`src/hdl/assert_macros.svh`:
```
// Assertion macros used by the top-level RTL file.
`ifndef ASSERT_MACROS_SVH
`define ASSERT_MACROS_SVH
`ifndef SYNTHESIS
// Same-cycle implication, checked outside reset.
`define ASSERT_IMPLY(label, clk, rst_n, ante, cons) \
    label: assert property (@(posedge clk) disable iff (!(rst_n)) (ante) |-> (cons)) \
        else $error("implication check failed");
// Next-cycle implication, checked outside reset.
`define ASSERT_NEXT(label, clk, rst_n, ante, cons) \
    label: assert property (@(posedge clk) disable iff (!(rst_n)) (ante) |=> (cons)) \
        else $error("next-cycle check failed");
`else
`define ASSERT_IMPLY(label, clk, rst_n, ante, cons)
`define ASSERT_NEXT(label, clk, rst_n, ante, cons)
`endif
`endif

```
`src/hdl/fwd_pkg.sv`:
```
// Types and constants of the firmware stream decompressor.
`default_nettype none
package fwd_pkg;

    localparam int COUNT_BITS = 24;
    localparam int LIMIT_BITS = 24;
    localparam int CMP_BITS   = (COUNT_BITS > LIMIT_BITS) ? COUNT_BITS : LIMIT_BITS;

    localparam int PAT_DEPTH  = 65;
    localparam int PAT_AW     = $clog2(PAT_DEPTH);
    localparam int PAT_CW     = $clog2(PAT_DEPTH + 1);
    localparam int REM_BITS   = 15;
    localparam int PASS_BITS  = 9;

    localparam logic [LIMIT_BITS-1:0] LIMIT_RESET = '1;

    // Command type in the top two bits of a command byte.
    localparam logic [1:0] CMD_REPEAT = 2'b00;
    localparam logic [1:0] CMD_BLOCK  = 2'b01;
    localparam logic [1:0] CMD_LRUN   = 2'b10;
    localparam logic [1:0] CMD_SRUN   = 2'b11;

    localparam logic [REM_BITS-1:0]  BLK_LONG_BIAS  = REM_BITS'(8'h21);
    localparam logic [REM_BITS-1:0]  LRUN_BIAS      = REM_BITS'(8'h42);
    localparam logic [REM_BITS-1:0]  BLK_SHORT_BIAS = REM_BITS'(1);
    localparam logic [REM_BITS-1:0]  SRUN_BIAS      = REM_BITS'(2);
    localparam logic [PAT_CW-1:0]    PAT_LEN_BIAS   = PAT_CW'(2);
    localparam logic [PASS_BITS-1:0] PASS_BIAS      = PASS_BITS'(2);

    localparam logic KIND_FEED = 1'b0;
    localparam logic KIND_PULL = 1'b1;

    typedef enum logic [3:0] {
        PH_CMD,
        PH_REP_COUNT,
        PH_REP_PAT,
        PH_REP_EMIT,
        PH_BLK_LEN,
        PH_BLK_PAD,
        PH_BLK_DATA,
        PH_LR_LEN,
        PH_LR_VAL,
        PH_SR_VAL,
        PH_RUN_EMIT,
        PH_DONE,
        PH_TRUNC
    } t_phase;

    typedef enum logic [2:0] {
        ST_OK    = 3'd0,
        ST_NEED  = 3'd1,
        ST_PEND  = 3'd2,
        ST_DONE  = 3'd3,
        ST_TRUNC = 3'd4
    } t_status;

    // Result of one item; use_mem selects the pattern memory read data as byte.
    typedef struct packed {
        logic [7:0] byte_val;
        logic       use_mem;
        logic       out_valid;
        logic       out_last;
        t_status    status;
    } t_result;

    typedef struct packed {
        logic              wr_en;
        logic              rd_en;
        logic [PAT_AW-1:0] addr;
        logic [7:0]        wr_data;
    } t_mem_req;

endpackage
`default_nettype wire

```
`src/hdl/fwd_pat_ram.sv`:
```
// Simple dual-port RAM with registered read data.
`default_nettype none
module fwd_pat_ram #(
    parameter int DEPTH = 65,
    parameter int WIDTH = 8,
    localparam int AW   = $clog2(DEPTH)
) (
    input  wire logic             i_clk,
    input  wire logic             i_wr_en,
    input  wire logic [AW-1:0]    i_wr_addr,
    input  wire logic [WIDTH-1:0] i_wr_data,
    input  wire logic             i_rd_en,
    input  wire logic [AW-1:0]    i_rd_addr,
    output logic      [WIDTH-1:0] o_rd_data
);

    logic [WIDTH-1:0] r_mem [DEPTH];

    always_ff @(posedge i_clk) begin
        if (i_wr_en) begin
            r_mem[i_wr_addr] <= i_wr_data;
        end
    end

    always_ff @(posedge i_clk) begin
        if (i_rd_en) begin
            o_rd_data <= r_mem[i_rd_addr];
        end
    end

endmodule
`default_nettype wire

```
`src/hdl/fwd_ctrl.sv`:
```
// Command decoder and stream state update, one item per cycle in which i_fire is high.
`default_nettype none
module fwd_ctrl (
    input  wire logic                            i_clk,
    input  wire logic                            i_rst_n,
    input  wire logic                            i_fire,
    input  wire logic                            i_kind,
    input  wire logic [7:0]                      i_in_byte,
    input  wire logic                            i_in_last,
    input  wire logic                            i_cfg_wr_en,
    input  wire logic [fwd_pkg::LIMIT_BITS-1:0]  i_cfg_wr_data,
    output fwd_pkg::t_result                     o_res,
    output fwd_pkg::t_mem_req                    o_mem
);

    fwd_pkg::t_phase                   r_phase, n_phase;
    logic [7:0]                        r_cmd, n_cmd;
    logic [fwd_pkg::REM_BITS-1:0]      r_rem, n_rem;
    logic [fwd_pkg::PASS_BITS-1:0]     r_passes, n_passes;
    logic [fwd_pkg::PAT_AW-1:0]        r_pat_idx, n_pat_idx;
    logic [fwd_pkg::PAT_CW-1:0]        r_pat_len, n_pat_len;
    logic [7:0]                        r_fill, n_fill;
    logic                              r_held_v, n_held_v;
    logic [7:0]                        r_held, n_held;
    logic                              r_in_par, n_in_par;
    logic [fwd_pkg::COUNT_BITS-1:0]    r_prod, n_prod;
    logic                              r_ended, n_ended;
    logic [fwd_pkg::LIMIT_BITS-1:0]    r_limit, n_limit;

    logic [fwd_pkg::COUNT_BITS-1:0]    prod_inc;
    logic                              cur_hit;
    logic                              inc_hit;
    logic [fwd_pkg::REM_BITS-1:0]      rem_dec;
    logic [fwd_pkg::PAT_CW-1:0]        pat_inc;
    logic                              pat_wrap;
    logic [fwd_pkg::PASS_BITS-1:0]     passes_dec;
    logic                              need_pad;
    logic                              live;
    logic                              feed_taken;
    logic                              feed_complete;
    logic                              pull_gives;
    logic                              pull_complete;
    logic                              deliver_end;
    logic [7:0]                        pull_byte;

    // Shared decode of the current state.
    always_comb begin
        prod_inc   = r_prod + 1'b1;
        cur_hit    = fwd_pkg::CMP_BITS'(r_prod) >= fwd_pkg::CMP_BITS'(r_limit);
        inc_hit    = fwd_pkg::CMP_BITS'(prod_inc) >= fwd_pkg::CMP_BITS'(r_limit);
        rem_dec    = r_rem - 1'b1;
        pat_inc    = fwd_pkg::PAT_CW'(r_pat_idx) + 1'b1;
        pat_wrap   = pat_inc >= r_pat_len;
        passes_dec = r_passes - 1'b1;
        // Parity is taken with the header byte already counted.
        need_pad   = ~r_in_par ^ r_prod[0];
        live       = (r_phase != fwd_pkg::PH_TRUNC) && (r_phase != fwd_pkg::PH_DONE)
                     && !cur_hit;

        feed_taken    = 1'b1;
        feed_complete = 1'b0;
        case (r_phase)
            fwd_pkg::PH_REP_PAT:   feed_complete = pat_wrap;
            fwd_pkg::PH_BLK_DATA: begin
                feed_taken    = !r_held_v;
                feed_complete = (r_rem == fwd_pkg::REM_BITS'(1));
            end
            fwd_pkg::PH_LR_VAL:    feed_complete = 1'b1;
            fwd_pkg::PH_SR_VAL:    feed_complete = 1'b1;
            fwd_pkg::PH_REP_EMIT:  feed_taken = 1'b0;
            fwd_pkg::PH_RUN_EMIT:  feed_taken = 1'b0;
            fwd_pkg::PH_DONE:      feed_taken = 1'b0;
            fwd_pkg::PH_TRUNC:     feed_taken = 1'b0;
            default:               feed_complete = 1'b0;
        endcase

        pull_gives    = 1'b0;
        pull_complete = 1'b0;
        pull_byte     = 8'd0;
        case (r_phase)
            fwd_pkg::PH_BLK_DATA: begin
                pull_gives    = r_held_v;
                pull_complete = (rem_dec == '0);
                pull_byte     = r_held;
            end
            fwd_pkg::PH_RUN_EMIT: begin
                pull_gives    = 1'b1;
                pull_complete = (rem_dec == '0);
                pull_byte     = r_fill;
            end
            fwd_pkg::PH_REP_EMIT: begin
                pull_gives    = 1'b1;
                pull_complete = pat_wrap ? (passes_dec == '0) : (r_passes == '0);
            end
            default:               pull_gives = 1'b0;
        endcase

        deliver_end = inc_hit || (pull_complete && r_ended);
    end

    // Next state.
    always_comb begin
        n_phase   = r_phase;
        n_cmd     = r_cmd;
        n_rem     = r_rem;
        n_passes  = r_passes;
        n_pat_idx = r_pat_idx;
        n_pat_len = r_pat_len;
        n_fill    = r_fill;
        n_held_v  = r_held_v;
        n_held    = r_held;
        n_in_par  = r_in_par;
        n_prod    = r_prod;
        n_ended   = r_ended;
        n_limit   = i_cfg_wr_en ? i_cfg_wr_data : r_limit;

        if (i_fire && r_phase != fwd_pkg::PH_TRUNC) begin
            if (!live) begin
                n_phase = fwd_pkg::PH_DONE;
            end else if (i_kind == fwd_pkg::KIND_FEED) begin
                if (feed_taken) begin
                    n_in_par = ~r_in_par;
                    case (r_phase)
                        fwd_pkg::PH_CMD: begin
                            n_cmd = i_in_byte;
                            case (i_in_byte[7:6])
                                fwd_pkg::CMD_REPEAT: begin
                                    n_pat_len = fwd_pkg::PAT_CW'(i_in_byte[5:0])
                                                + fwd_pkg::PAT_LEN_BIAS;
                                    n_phase   = fwd_pkg::PH_REP_COUNT;
                                end
                                fwd_pkg::CMD_BLOCK: begin
                                    if (i_in_byte[5]) begin
                                        n_rem   = fwd_pkg::REM_BITS'(i_in_byte[4:0])
                                                  + fwd_pkg::BLK_SHORT_BIAS;
                                        n_phase = need_pad ? fwd_pkg::PH_BLK_PAD
                                                           : fwd_pkg::PH_BLK_DATA;
                                    end else begin
                                        n_phase = fwd_pkg::PH_BLK_LEN;
                                    end
                                end
                                fwd_pkg::CMD_LRUN: n_phase = fwd_pkg::PH_LR_LEN;
                                fwd_pkg::CMD_SRUN: begin
                                    n_rem   = fwd_pkg::REM_BITS'(i_in_byte[5:0])
                                              + fwd_pkg::SRUN_BIAS;
                                    n_phase = fwd_pkg::PH_SR_VAL;
                                end
                                default: n_phase = fwd_pkg::PH_CMD;
                            endcase
                        end
                        fwd_pkg::PH_REP_COUNT: begin
                            n_passes  = fwd_pkg::PASS_BITS'(i_in_byte) + fwd_pkg::PASS_BIAS;
                            n_pat_idx = '0;
                            n_phase   = fwd_pkg::PH_REP_PAT;
                        end
                        fwd_pkg::PH_REP_PAT: begin
                            if (pat_wrap) begin
                                n_pat_idx = '0;
                                n_phase   = fwd_pkg::PH_REP_EMIT;
                            end else begin
                                n_pat_idx = pat_inc[fwd_pkg::PAT_AW-1:0];
                            end
                        end
                        fwd_pkg::PH_BLK_LEN: begin
                            n_rem   = fwd_pkg::REM_BITS'({r_cmd[4:0], i_in_byte})
                                      + fwd_pkg::BLK_LONG_BIAS;
                            n_phase = need_pad ? fwd_pkg::PH_BLK_PAD : fwd_pkg::PH_BLK_DATA;
                        end
                        fwd_pkg::PH_BLK_PAD: n_phase = fwd_pkg::PH_BLK_DATA;
                        fwd_pkg::PH_BLK_DATA: begin
                            n_held_v = 1'b1;
                            n_held   = {i_in_byte[4:0], i_in_byte[7:5]};
                        end
                        fwd_pkg::PH_LR_LEN: begin
                            n_rem   = fwd_pkg::REM_BITS'({r_cmd[5:0], i_in_byte})
                                      + fwd_pkg::LRUN_BIAS;
                            n_phase = fwd_pkg::PH_LR_VAL;
                        end
                        fwd_pkg::PH_LR_VAL: begin
                            n_fill  = {i_in_byte[2:0], i_in_byte[7:3]};
                            n_phase = fwd_pkg::PH_RUN_EMIT;
                        end
                        fwd_pkg::PH_SR_VAL: begin
                            n_fill  = {i_in_byte[1:0], i_in_byte[7:2]};
                            n_phase = fwd_pkg::PH_RUN_EMIT;
                        end
                        default: n_phase = r_phase;
                    endcase
                    if (i_in_last) begin
                        if (!feed_complete) begin
                            n_phase  = fwd_pkg::PH_TRUNC;
                            n_held_v = 1'b0;
                        end else begin
                            n_ended = 1'b1;
                        end
                    end
                end
            end else if (pull_gives) begin
                n_prod = prod_inc;
                case (r_phase)
                    fwd_pkg::PH_BLK_DATA: begin
                        n_held_v = 1'b0;
                        n_rem    = rem_dec;
                    end
                    fwd_pkg::PH_RUN_EMIT: n_rem = rem_dec;
                    fwd_pkg::PH_REP_EMIT: begin
                        if (pat_wrap) begin
                            n_pat_idx = '0;
                            n_passes  = passes_dec;
                        end else begin
                            n_pat_idx = pat_inc[fwd_pkg::PAT_AW-1:0];
                        end
                    end
                    default: n_rem = r_rem;
                endcase
                if (deliver_end) begin
                    n_phase = fwd_pkg::PH_DONE;
                end else if (pull_complete) begin
                    n_phase = fwd_pkg::PH_CMD;
                end
            end
        end
    end

    // Result and memory access of the item.
    always_comb begin
        o_res           = '0;
        o_res.status    = fwd_pkg::ST_OK;
        o_mem.wr_en     = i_fire && live && (i_kind == fwd_pkg::KIND_FEED)
                          && (r_phase == fwd_pkg::PH_REP_PAT);
        o_mem.rd_en     = i_fire && live && (i_kind == fwd_pkg::KIND_PULL)
                          && (r_phase == fwd_pkg::PH_REP_EMIT);
        o_mem.addr      = r_pat_idx;
        o_mem.wr_data   = i_in_byte;

        if (r_phase == fwd_pkg::PH_TRUNC) begin
            o_res.status = fwd_pkg::ST_TRUNC;
        end else if (!live) begin
            o_res.status = fwd_pkg::ST_DONE;
        end else if (i_kind == fwd_pkg::KIND_FEED) begin
            if (!feed_taken) begin
                o_res.status = fwd_pkg::ST_PEND;
            end else if (i_in_last && !feed_complete) begin
                o_res.status = fwd_pkg::ST_TRUNC;
            end
        end else if (!pull_gives) begin
            o_res.status = fwd_pkg::ST_NEED;
        end else begin
            o_res.byte_val  = pull_byte;
            o_res.use_mem   = (r_phase == fwd_pkg::PH_REP_EMIT);
            o_res.out_valid = 1'b1;
            o_res.out_last  = deliver_end;
            o_res.status    = deliver_end ? fwd_pkg::ST_DONE : fwd_pkg::ST_OK;
        end
    end

    always_ff @(posedge i_clk) begin
        if (!i_rst_n) begin
            r_phase   <= fwd_pkg::PH_CMD;
            r_cmd     <= '0;
            r_rem     <= '0;
            r_passes  <= '0;
            r_pat_idx <= '0;
            r_pat_len <= '0;
            r_fill    <= '0;
            r_held_v  <= 1'b0;
            r_held    <= '0;
            r_in_par  <= 1'b0;
            r_prod    <= '0;
            r_ended   <= 1'b0;
            r_limit   <= fwd_pkg::LIMIT_RESET;
        end else begin
            r_phase   <= n_phase;
            r_cmd     <= n_cmd;
            r_rem     <= n_rem;
            r_passes  <= n_passes;
            r_pat_idx <= n_pat_idx;
            r_pat_len <= n_pat_len;
            r_fill    <= n_fill;
            r_held_v  <= n_held_v;
            r_held    <= n_held;
            r_in_par  <= n_in_par;
            r_prod    <= n_prod;
            r_ended   <= n_ended;
            r_limit   <= n_limit;
        end
    end

endmodule
`default_nettype wire

```
`src/hdl/firmware_stream_decompressor.sv`:
```
// Firmware stream decompressor: top level with result pipeline and checks.
//
// Input channel (i_item_valid) carries one item per cycle while o_item_stall
// is low: i_kind 0 feeds the compressed byte i_in_byte (i_in_last marks the
// end of the stream), i_kind 1 pulls the next decompressed byte. Every item
// yields exactly one result on the result channel (o_res_valid / i_res_stall):
// o_out_byte, o_out_valid, o_out_last and o_status.
// From acceptance the result passes the middle stage, which takes the state
// update and the pattern memory read, and then the output register.
// Throughput is one item per cycle while the receiver does not stall, set by
// the single read-modify-write of the stream state and at most one pattern
// memory port access per item.
// When the receiver stalls, the result holds in the output register and one
// more item may be taken into the middle stage; after that o_item_stall rises
// until the output drains. The user writes the output limit (i_cfg_wr_en /
// i_cfg_wr_data) only while idle; the block itself does not enforce this.
// Synchronous reset (i_rst_n low) empties the pipeline, returns the decoder
// to waiting for a command byte, clears the byte count and sets the limit to
// its maximum. The pattern memory needs no clearing.
`default_nettype none
`include "assert_macros.svh"
module firmware_stream_decompressor (
    input  wire logic                            i_clk,
    input  wire logic                            i_rst_n,
    input  wire logic                            i_item_valid,
    output logic                                 o_item_stall,
    input  wire logic                            i_kind,
    input  wire logic [7:0]                      i_in_byte,
    input  wire logic                            i_in_last,
    output logic                                 o_res_valid,
    input  wire logic                            i_res_stall,
    output logic [7:0]                           o_out_byte,
    output logic                                 o_out_valid,
    output logic                                 o_out_last,
    output logic [2:0]                           o_status,
    input  wire logic                            i_cfg_wr_en,
    input  wire logic [fwd_pkg::LIMIT_BITS-1:0]  i_cfg_wr_data
);

    logic              fire;
    logic              s1_adv;
    fwd_pkg::t_result  w_res;
    fwd_pkg::t_mem_req w_mem;
    logic [7:0]        w_rdata;

    logic              r_s1_v;
    fwd_pkg::t_result  r_s1;
    logic              r_o_v;
    logic [7:0]        r_o_byte;
    logic              r_o_valid;
    logic              r_o_last;
    fwd_pkg::t_status  r_o_status;

    always_comb begin
        s1_adv       = r_s1_v && (!r_o_v || !i_res_stall);
        o_item_stall = r_s1_v && !s1_adv;
        fire         = i_item_valid && !o_item_stall;
    end

    fwd_ctrl u_ctrl (
        .i_clk         (i_clk),
        .i_rst_n       (i_rst_n),
        .i_fire        (fire),
        .i_kind        (i_kind),
        .i_in_byte     (i_in_byte),
        .i_in_last     (i_in_last),
        .i_cfg_wr_en   (i_cfg_wr_en),
        .i_cfg_wr_data (i_cfg_wr_data),
        .o_res         (w_res),
        .o_mem         (w_mem)
    );

    fwd_pat_ram #(
        .DEPTH (fwd_pkg::PAT_DEPTH),
        .WIDTH (8)
    ) u_pat_ram (
        .i_clk     (i_clk),
        .i_wr_en   (w_mem.wr_en),
        .i_wr_addr (w_mem.addr),
        .i_wr_data (w_mem.wr_data),
        .i_rd_en   (w_mem.rd_en),
        .i_rd_addr (w_mem.addr),
        .o_rd_data (w_rdata)
    );

    // Middle stage: holds the item result while the memory read completes.
    always_ff @(posedge i_clk) begin
        if (!i_rst_n) begin
            r_s1_v <= 1'b0;
        end else if (fire) begin
            r_s1_v <= 1'b1;
        end else if (s1_adv) begin
            r_s1_v <= 1'b0;
        end
    end

    always_ff @(posedge i_clk) begin
        if (fire) begin
            r_s1 <= w_res;
        end
    end

    // Output register.
    always_ff @(posedge i_clk) begin
        if (!i_rst_n) begin
            r_o_v <= 1'b0;
        end else if (s1_adv) begin
            r_o_v <= 1'b1;
        end else if (!i_res_stall) begin
            r_o_v <= 1'b0;
        end
    end

    always_ff @(posedge i_clk) begin
        if (s1_adv) begin
            r_o_byte   <= r_s1.use_mem ? w_rdata : r_s1.byte_val;
            r_o_valid  <= r_s1.out_valid;
            r_o_last   <= r_s1.out_last;
            r_o_status <= r_s1.status;
        end
    end

    assign o_res_valid = r_o_v;
    assign o_out_byte  = r_o_byte;
    assign o_out_valid = r_o_valid;
    assign o_out_last  = r_o_last;
    assign o_status    = r_o_status;

    `ASSERT_IMPLY(a_byte_status, i_clk, i_rst_n, o_res_valid && o_out_valid, o_status == fwd_pkg::ST_OK || o_status == fwd_pkg::ST_DONE)
    `ASSERT_IMPLY(a_last_done, i_clk, i_rst_n, o_res_valid && o_out_last, o_out_valid && o_status == fwd_pkg::ST_DONE)
    `ASSERT_NEXT(a_rdata_hold, i_clk, i_rst_n, r_s1_v && r_s1.use_mem && !s1_adv, $stable(w_rdata))

endmodule
`default_nettype wire
```
`config.mk`:
```
export PLATFORM = sky130hd
export DESIGN_NAME = firmware_stream_decompressor
export DESIGN_NICKNAME = d
export VERILOG_FILES = /design/src/hdl/fwd_pkg.sv /design/src/hdl/fwd_pat_ram.sv /design/src/hdl/fwd_ctrl.sv /design/src/hdl/firmware_stream_decompressor.sv
export VERILOG_INCLUDE_DIRS = /design/src /design/src/hdl
export SDC_FILE = /design/constraint.sdc
export NUM_CORES = 1
export LEC_CHECK = 0
export BUFFER_PORTS_ARGS = -buffer_cell sky130_fd_sc_hd__buf_4
export CAP_MARGIN = 20
export CORE_UTILIZATION = 45
export CTS_CLUSTER_DIAMETER = 100
export CTS_CLUSTER_SIZE = 40
export DETAILED_ROUTE_END_ITERATION = 10
export PLACE_DENSITY = 0.66
export SETUP_SLACK_MARGIN = 0.4
export SKIP_CTS_REPAIR_TIMING = 1
export SLEW_MARGIN = 15
export SYNTH_ARGS = -nofsm -noshare
export SYNTH_HDL_FRONTEND = slang
export SYNTH_HIERARCHICAL = 1
export SYNTH_SLANG_ARGS = --single-unit
```
`constraint.sdc`:
```
create_clock -name i_clk -period 8.5 [get_ports i_clk]
set_input_delay 0.85 -clock i_clk [delete_from_list [all_inputs] [get_ports i_clk]]
set_output_delay 0.85 -clock i_clk [all_outputs]
set_load 0.05 [all_outputs]
```
# Word-level counts from Yosys, hierarchy flattened
# Memory sizes are Yosys's and may differ from the RTL's. A register that Yosys moved wholly into a read port is not among the register bits.
# Index checks and enable logic that the tools add are counted.
dict set report op_classes {
  addsub 10
  n_lt_le_gt_ge 3
  n_eq_ne 29
  mux 60
  bitwise 5
  reduce_logical 51
}
# operator count
set op_table {}
lappend op_table {{two-way mux 15 bit} 5}
lappend op_table {{two-way mux 9 bit} 6}
lappend op_table {{greater-or-equal comparator 24 bit} 2}
lappend op_table {{one-hot mux 15 bit (3 select lines)} 1}
lappend op_table {{two-way mux 4 bit} 9}
lappend op_table {{two-way mux 7 bit} 5}
lappend op_table {{one-hot mux 8 bit (2 select lines)} 2}
lappend op_table {{one-hot mux 15 bit (2 select lines)} 1}
lappend op_table {{one-hot mux 4 bit (7 select lines)} 1}
lappend op_table {{adder 24 x 1 -> 24 bit, second input constant} 1}
lappend op_table {{equality test 4 bit, second input constant} 5}
lappend op_table {{AND reduction 5 bit} 4}
lappend op_table {{zero test 9 bit} 2}
lappend op_table {{AND reduction 6 bit} 3}
lappend op_table {{equality test 4 x 3 -> 1 bit, second input constant} 4}
lappend op_table {{inequality test 4 bit, second input constant} 4}
lappend op_table {{one-hot mux 4 bit (4 select lines)} 1}
lappend op_table {{adder 14 x 7 -> 15 bit, second input constant} 1}
lappend op_table {{equality test 15 x 1 -> 1 bit, second input constant} 1}
lappend op_table {{zero test 15 bit} 1}
lappend op_table {{two-way mux 3 bit} 5}
lappend op_table {{subtractor 15 x 1 -> 15 bit, second input constant} 1}
lappend op_table {{adder 13 x 6 -> 14 bit, second input constant} 1}
lappend op_table {{adder 6 x 2 -> 7 bit, second input constant} 2}
lappend op_table {{other kinds (35)} 90}
dict set report totals {
  register_bits 144
  mem_bits_rw 520
  in_bits 39
  out_inout_bits 15
  word_cells 183
  memories 1
}
# name words width rd rd_clocked_by_memory_dff wr line
set mem_list {}
lappend mem_list {u_pat_ram.r_mem 65 8 1 1 1 fwd_pat_ram.sv:17} ;# logic [WIDTH-1:0] r_mem [DEPTH];

# Longest topological paths before layout
dict set report depth {
  ltp_word 12
  ltp_mapped 15
  ltp_nobuf 15
}

# Modules after synthesis
# Netlist, hierarchy kept.
# module n_inst cells_per_inst area_each_um2 seq_area_each_um2
set by_module_without_submodules {}
lappend by_module_without_submodules {fwd_pat_ram 1 938 20480.9 15855.2}
lappend by_module_without_submodules {fwd_ctrl 1 1063 8368.0 2302.2}
lappend by_module_without_submodules {firmware_stream_decompressor 1 44 1021.0 850.8}

# Least setup slack after synthesis
# No wires, ideal clock.
dict set report synth_timing {
  kind {in2reg}
  startpoint {input i_res_stall}
  endpoint {memory u_pat_ram.r_mem[16][0] (enable)}
  setup_ns 0.383
  t_arrival_ns 4.183
  t_required_ns 8.117
  setup_slack_ns 3.933
  path_stages 9
  n_path_buf 3
  path_cell_list {and3_1 > nor2b_1 > clkbuf_1 > clkbuf_1 > clkbuf_1 > and3_1 > nand3_1 > or3_1 > nor3_1}
}
# item line
set synth_lines {}
lappend synth_lines {{from (decl)} firmware_stream_decompressor.sv:31} ;# input wire logic i_res_stall,
lappend synth_lines {{to (decl)} fwd_pat_ram.sv:17}

==> impl.org <==
** Worst setup path
- Data arrives at the worst endpoint at 5.29 ns.
- Crit path required time :: 8.75 ns
- Counting stages on the worst path, the most repeated cell is sky130_fd_sc_hd__nor2b_1.
- Nature of the critical path startpoint :: flip-flop
- The critical path in this run is classified as reg2reg.
- Critical path capture point type :: flip-flop
- For the worst flop-to-flop path, the logic depth is 11.
- Peak fanout along the critical path :: 37
- CP Cell Sequence :: nor2b_1, a22o_1, a221oi_2, o2111ai_1, o31ai_4, buf_4, and2_1, and3_1, nor2b_1, nand3_1, nor2_1
- The largest single stage delay on the critical path is 0.82 ns.
- The largest individual stage delay along the critical path comes from the cell sky130_fd_sc_hd__dfxtp_1.

** Logic synthesis
- Top flip-flop cell by instance count after synthesis :: sky130_fd_sc_hd__edfxtp_1
- The share of synthesized area in the top cell type comes to 0.558.
- Warning count from the yosys run :: 6
- Top cells by area, synth :: sky130_fd_sc_hd__edfxtp_1 56%, sky130_fd_sc_hd__mux4_2 9.0%, sky130_fd_sc_hd__dfxtp_1 7.8%, sky130_fd_sc_hd__ha_1 2.9%, sky130_fd_sc_hd__mux2i_1 2.4%
- The biggest area contributor in the post-synthesis netlist is sky130_fd_sc_hd__edfxtp_1.
- After technology mapping, the gate count stands at 2045.
- Number of flops mapped to enable cells by yosys :: 555
- The most common cell in the synthesized netlist is sky130_fd_sc_hd__edfxtp_1.
- Synth async-reset ratio :: 0
- Part of the Yosys area used for sequential elements :: 0.636
- The commonest cells after synthesis are 555 x sky130_fd_sc_hd__edfxtp_1, 191 x sky130_fd_sc_hd__nor2_1, 120 x sky130_fd_sc_hd__mux4_2.
- The average instance in the mapped netlist occupies 14.6 sq um.
- Nets in the synthesized netlist :: 2154
- Number of distinct standard cells referenced by the synthesized netlist :: 79
- In this run, synthesis produced a sequential element count of 672.
- The synthesized netlist occupies a cell area of 29900 sq um.

** Power
- For this design the ratio of total power to cell area is 168 nW/um^2.
- Of the total power, registers draw 0.679.
- In this run the static leakage power is 10.2 nW.
- Of the total power, the clock network draws 0.267.
- Sw Share :: 0.219
- Internal power summed over all cells :: 4.14 mW
- In this run the power spent charging and discharging nets is 1.16 mW.
- Combinational group share of total power :: 0.054
- The worst-case IR drop observed on VDD is 0.118 mV.

** STA
- For the pin with the worst max-slew slack, the measured transition is 1.04 ns.
- Worst clock skew on the final layout :: 0.0243 ns
- Final Hold Fails :: 0
- Hold Slack :: 0.438 ns
- Fmax :: 198 MHz
- RSZ-0062 raised after global routing :: false
- # setup viols final :: 0
- Max-slew headroom at the worst pin :: 0.306
- Post-route minimum period :: 5.04 ns
- After routing, the total negative slack on setup checks comes to 0 ns.
- The max-slew violation count came to 0.
- Portion of the clock cycle consumed by the worst path in the final layout :: 0.593

** Detailed routing
- DR iter-0 viols :: 1959
- For this run, design rule violations remaining after detail routing come to 0.
- DR WL/cell :: 24.2 um
- Antenna-violating nets left :: 0
- 1st-pass router iterations :: 5
- Wirelength, routed :: 69.9 mm
- Detailed routing inserted a total of 17600 vias.
- Via-to-Cell Ratio :: 6.10

** Floorplanning
- Number of I/O pins :: 54
- The floorplan step defined a die boundary enclosing 67400 sq um.
- For this configuration, the core starts out at a cell density of 0.454.
- Site Rows :: 94
- In this run the standard cell core region covers 65700 sq um.
- Horiz. Die Dim :: 260 um
- The die is 260 um tall.

** Clocking
- At the later pin of the worst-skew pair, clock insertion delay measures 0.61 ns.
- H-tree level count :: 1
- TritonCTS built the clock tree.
- TritonCTS sink count :: 672
- After clock tree synthesis, the clock-pin slew on the worst setup and hold paths is 0.14 ns.
- Largest buffer count on any clock path :: 3
- In this run the clock root is driven by a sky130_fd_sc_hd__clkbuf_16.
- The number of clock buffers added by TritonCTS is 21.

** Layout
- Final core area utilization :: 0.480
- Share of layout cells above drive strength 1 :: 0.141
- The layout has 5483 filler cells.
- The area growth from synthesis to layout is 5.63%.
- Once layout is done, the placed cells without fillers occupy 31600 sq um.
- Count of antenna diodes in the layout :: 0
- Number of nets at the end of the flow :: 2125

** Place
- Placed wire-length estimate :: 44.3 mm
- I/O Buffers :: 53
- Routability-driven placement finished with a final weighted congestion of 0.883.
- The placed instances occupy a cell area of 30900 sq um.

** GRT
- For this run the aggregate overflow at the end of global routing stands at 0.
- Largest net degree at the start of global routing :: 77
- The initial antenna violation count is 2.
- The number of global-route vias before repair was 16900.
- Global-route usage over all layers :: 0.205
- The first global-routing pass estimated 106 mm of wire.

** Run status
- The run finished with clean final reports.

** Worst hold path
- Hold depth :: 0
- The tightest min-delay check is of the reg2reg type.

** Job
- # Max-Cap Violations :: 0
==> layer usage <==
metal	global-route usage	vias to the layer above	wire length (um)
met5	0	-	9
met4	0.0356	2	946
met3	0.0208	57	4310
met2	0.328	629	33000
met1	0.308	9062	31700
li1	-	7862	-
==> power by group through the flow <==
stage	sequential [mW]	combinational, mW	clock (mW)
3_3_place_gp	3.67	0.283	0
5_1_grt	3.60	0.316	1.53
4_1_cts	3.60	0.289	1.45
3_5_place_dp	3.67	0.288	0
2_1_floorplan	3.67	0.182	0
6_report	3.60	0.288	1.42
==> area by class of cell <==
| class | instances | area [sq um] | area share |
|---|---|---|---|
| flip-flops and latches | 672 | 19000 | 0.603 |
| multi-input cells | 1189 | 10100 | 0.319 |
| well taps | 864 | 1080 | 0.0343 |
| repair buffers | 76 | 566 | 0.0179 |
| clock buffers | 24 | 537 | 0.0170 |
| inverters | 56 | 210 | 0.00666 |
| clock inverters | 5 | 66.3 | 0.00210 |
==> through the flow <==
stage	power, mW	instances	worst slack [ns]
floorplan	3.85	2045	3.93
detailed placement	3.96	2854	3.60
CTS	5.33	2883	3.57
global route	5.45	2886	3.16
finish	5.30	2886	3.46
global placement	3.95	2854	3.71
==> registers in the layout, summed over array words and instances, names as in the netlist <==
signal,count
r_s1_v,1
u_ctrl/r_limit,24
u_ctrl/r_held_v,1
u_ctrl/r_fill,8
o_out_byte,8
o_out_last,1
u_pat_ram/r_mem,520
r_s1,14
o_out_valid,1
u_ctrl/r_pat_len,7
u_ctrl/r_prod,24
u_ctrl/r_cmd,6
o_status,3
u_ctrl/r_in_par,1
u_ctrl/r_pat_idx,7
u_ctrl/r_ended,1
u_ctrl/r_rem,15
u_ctrl/r_passes,9
u_pat_ram/o_rd_data,8
u_ctrl/r_held,8
u_ctrl/r_phase,4
o_res_valid,1
==> layout by cell type (no fill, tap or decap), types with 9 or more instances in the layout <==
cell type	n
sky130_fd_sc_hd__edfxtp_1	555
sky130_fd_sc_hd__nor2_1	191
sky130_fd_sc_hd__mux4_2	120
sky130_fd_sc_hd__dfxtp_1	114
sky130_fd_sc_hd__nand2_1	95
sky130_fd_sc_hd__buf_4	74
sky130_fd_sc_hd__mux2i_1	72
sky130_fd_sc_hd__ha_1	70
sky130_fd_sc_hd__a21oi_1	69
sky130_fd_sc_hd__inv_1	54
sky130_fd_sc_hd__xor2_1	43
sky130_fd_sc_hd__nand4_1	39
sky130_fd_sc_hd__o21ai_0	38
sky130_fd_sc_hd__mux2_2	33
sky130_fd_sc_hd__nand3_1	30
sky130_fd_sc_hd__o211ai_1	29
sky130_fd_sc_hd__a22oi_1	28
sky130_fd_sc_hd__xnor2_1	27
sky130_fd_sc_hd__nor3_1	23
sky130_fd_sc_hd__clkbuf_16	21
sky130_fd_sc_hd__a211oi_1	18
sky130_fd_sc_hd__o22ai_1	17
sky130_fd_sc_hd__nor2b_1	15
sky130_fd_sc_hd__and2_1	15
sky130_fd_sc_hd__and3_1	14
sky130_fd_sc_hd__nand2b_1	14
sky130_fd_sc_hd__o31ai_1	12
sky130_fd_sc_hd__or3_1	11
sky130_fd_sc_hd__a21o_1	10
sky130_fd_sc_hd__a32oi_1	10
sky130_fd_sc_hd__nor4_1	9
sky130_fd_sc_hd__a221oi_1	9
==> cells by family (layout without fill, tap and decap cells) <==
| group | after synthesis | in the layout | share of synthesized area |
|---|---|---|---|
| AO/OA/AOI/OAI | 323 | 323 | 0.0760 |
| XOR/XNOR | 70 | 70 | 0.0205 |
| adder cells (fa/ha/maj) | 70 | 70 | 0.0293 |
| buffers and inverters | 184 | 161 | 0.0267 |
| flip-flops | 672 | 672 | 0.636 |
| multiplexers | 233 | 233 | 0.131 |
| AND/OR/NAND/NOR | 493 | 493 | 0.0800 |
==> critical path: cells and delay by family, from the launching register on <==
kind / cells / cell delay, ns
DFF: 1 / 0.82
AOI/OAI and AO/OA: 4 / 1.11
buffers and inverters: 1 / 0.40
and+or+nand+nor: 6 / 2.36
==> worst paths after layout <==
check | startpoint | slack (ns) | end
setup / recovery | u_ctrl/r_phase[2]$_SDFFE_PN0P_ | 3.46 | u_pat_ram/r_mem[46][0]$_DFFE_PP_
hold / removal | r_s1[3]$_DFFE_PP_ | 0.44 | o_out_last$_DFFE_PP_
setup reg to reg | u_ctrl/r_phase[2]$_SDFFE_PN0P_ | 3.46 | u_pat_ram/r_mem[46][0]$_DFFE_PP_
hold reg to reg | r_s1[3]$_DFFE_PP_ | 0.44 | o_out_last$_DFFE_PP_
(Power assumes the default switching activity.)
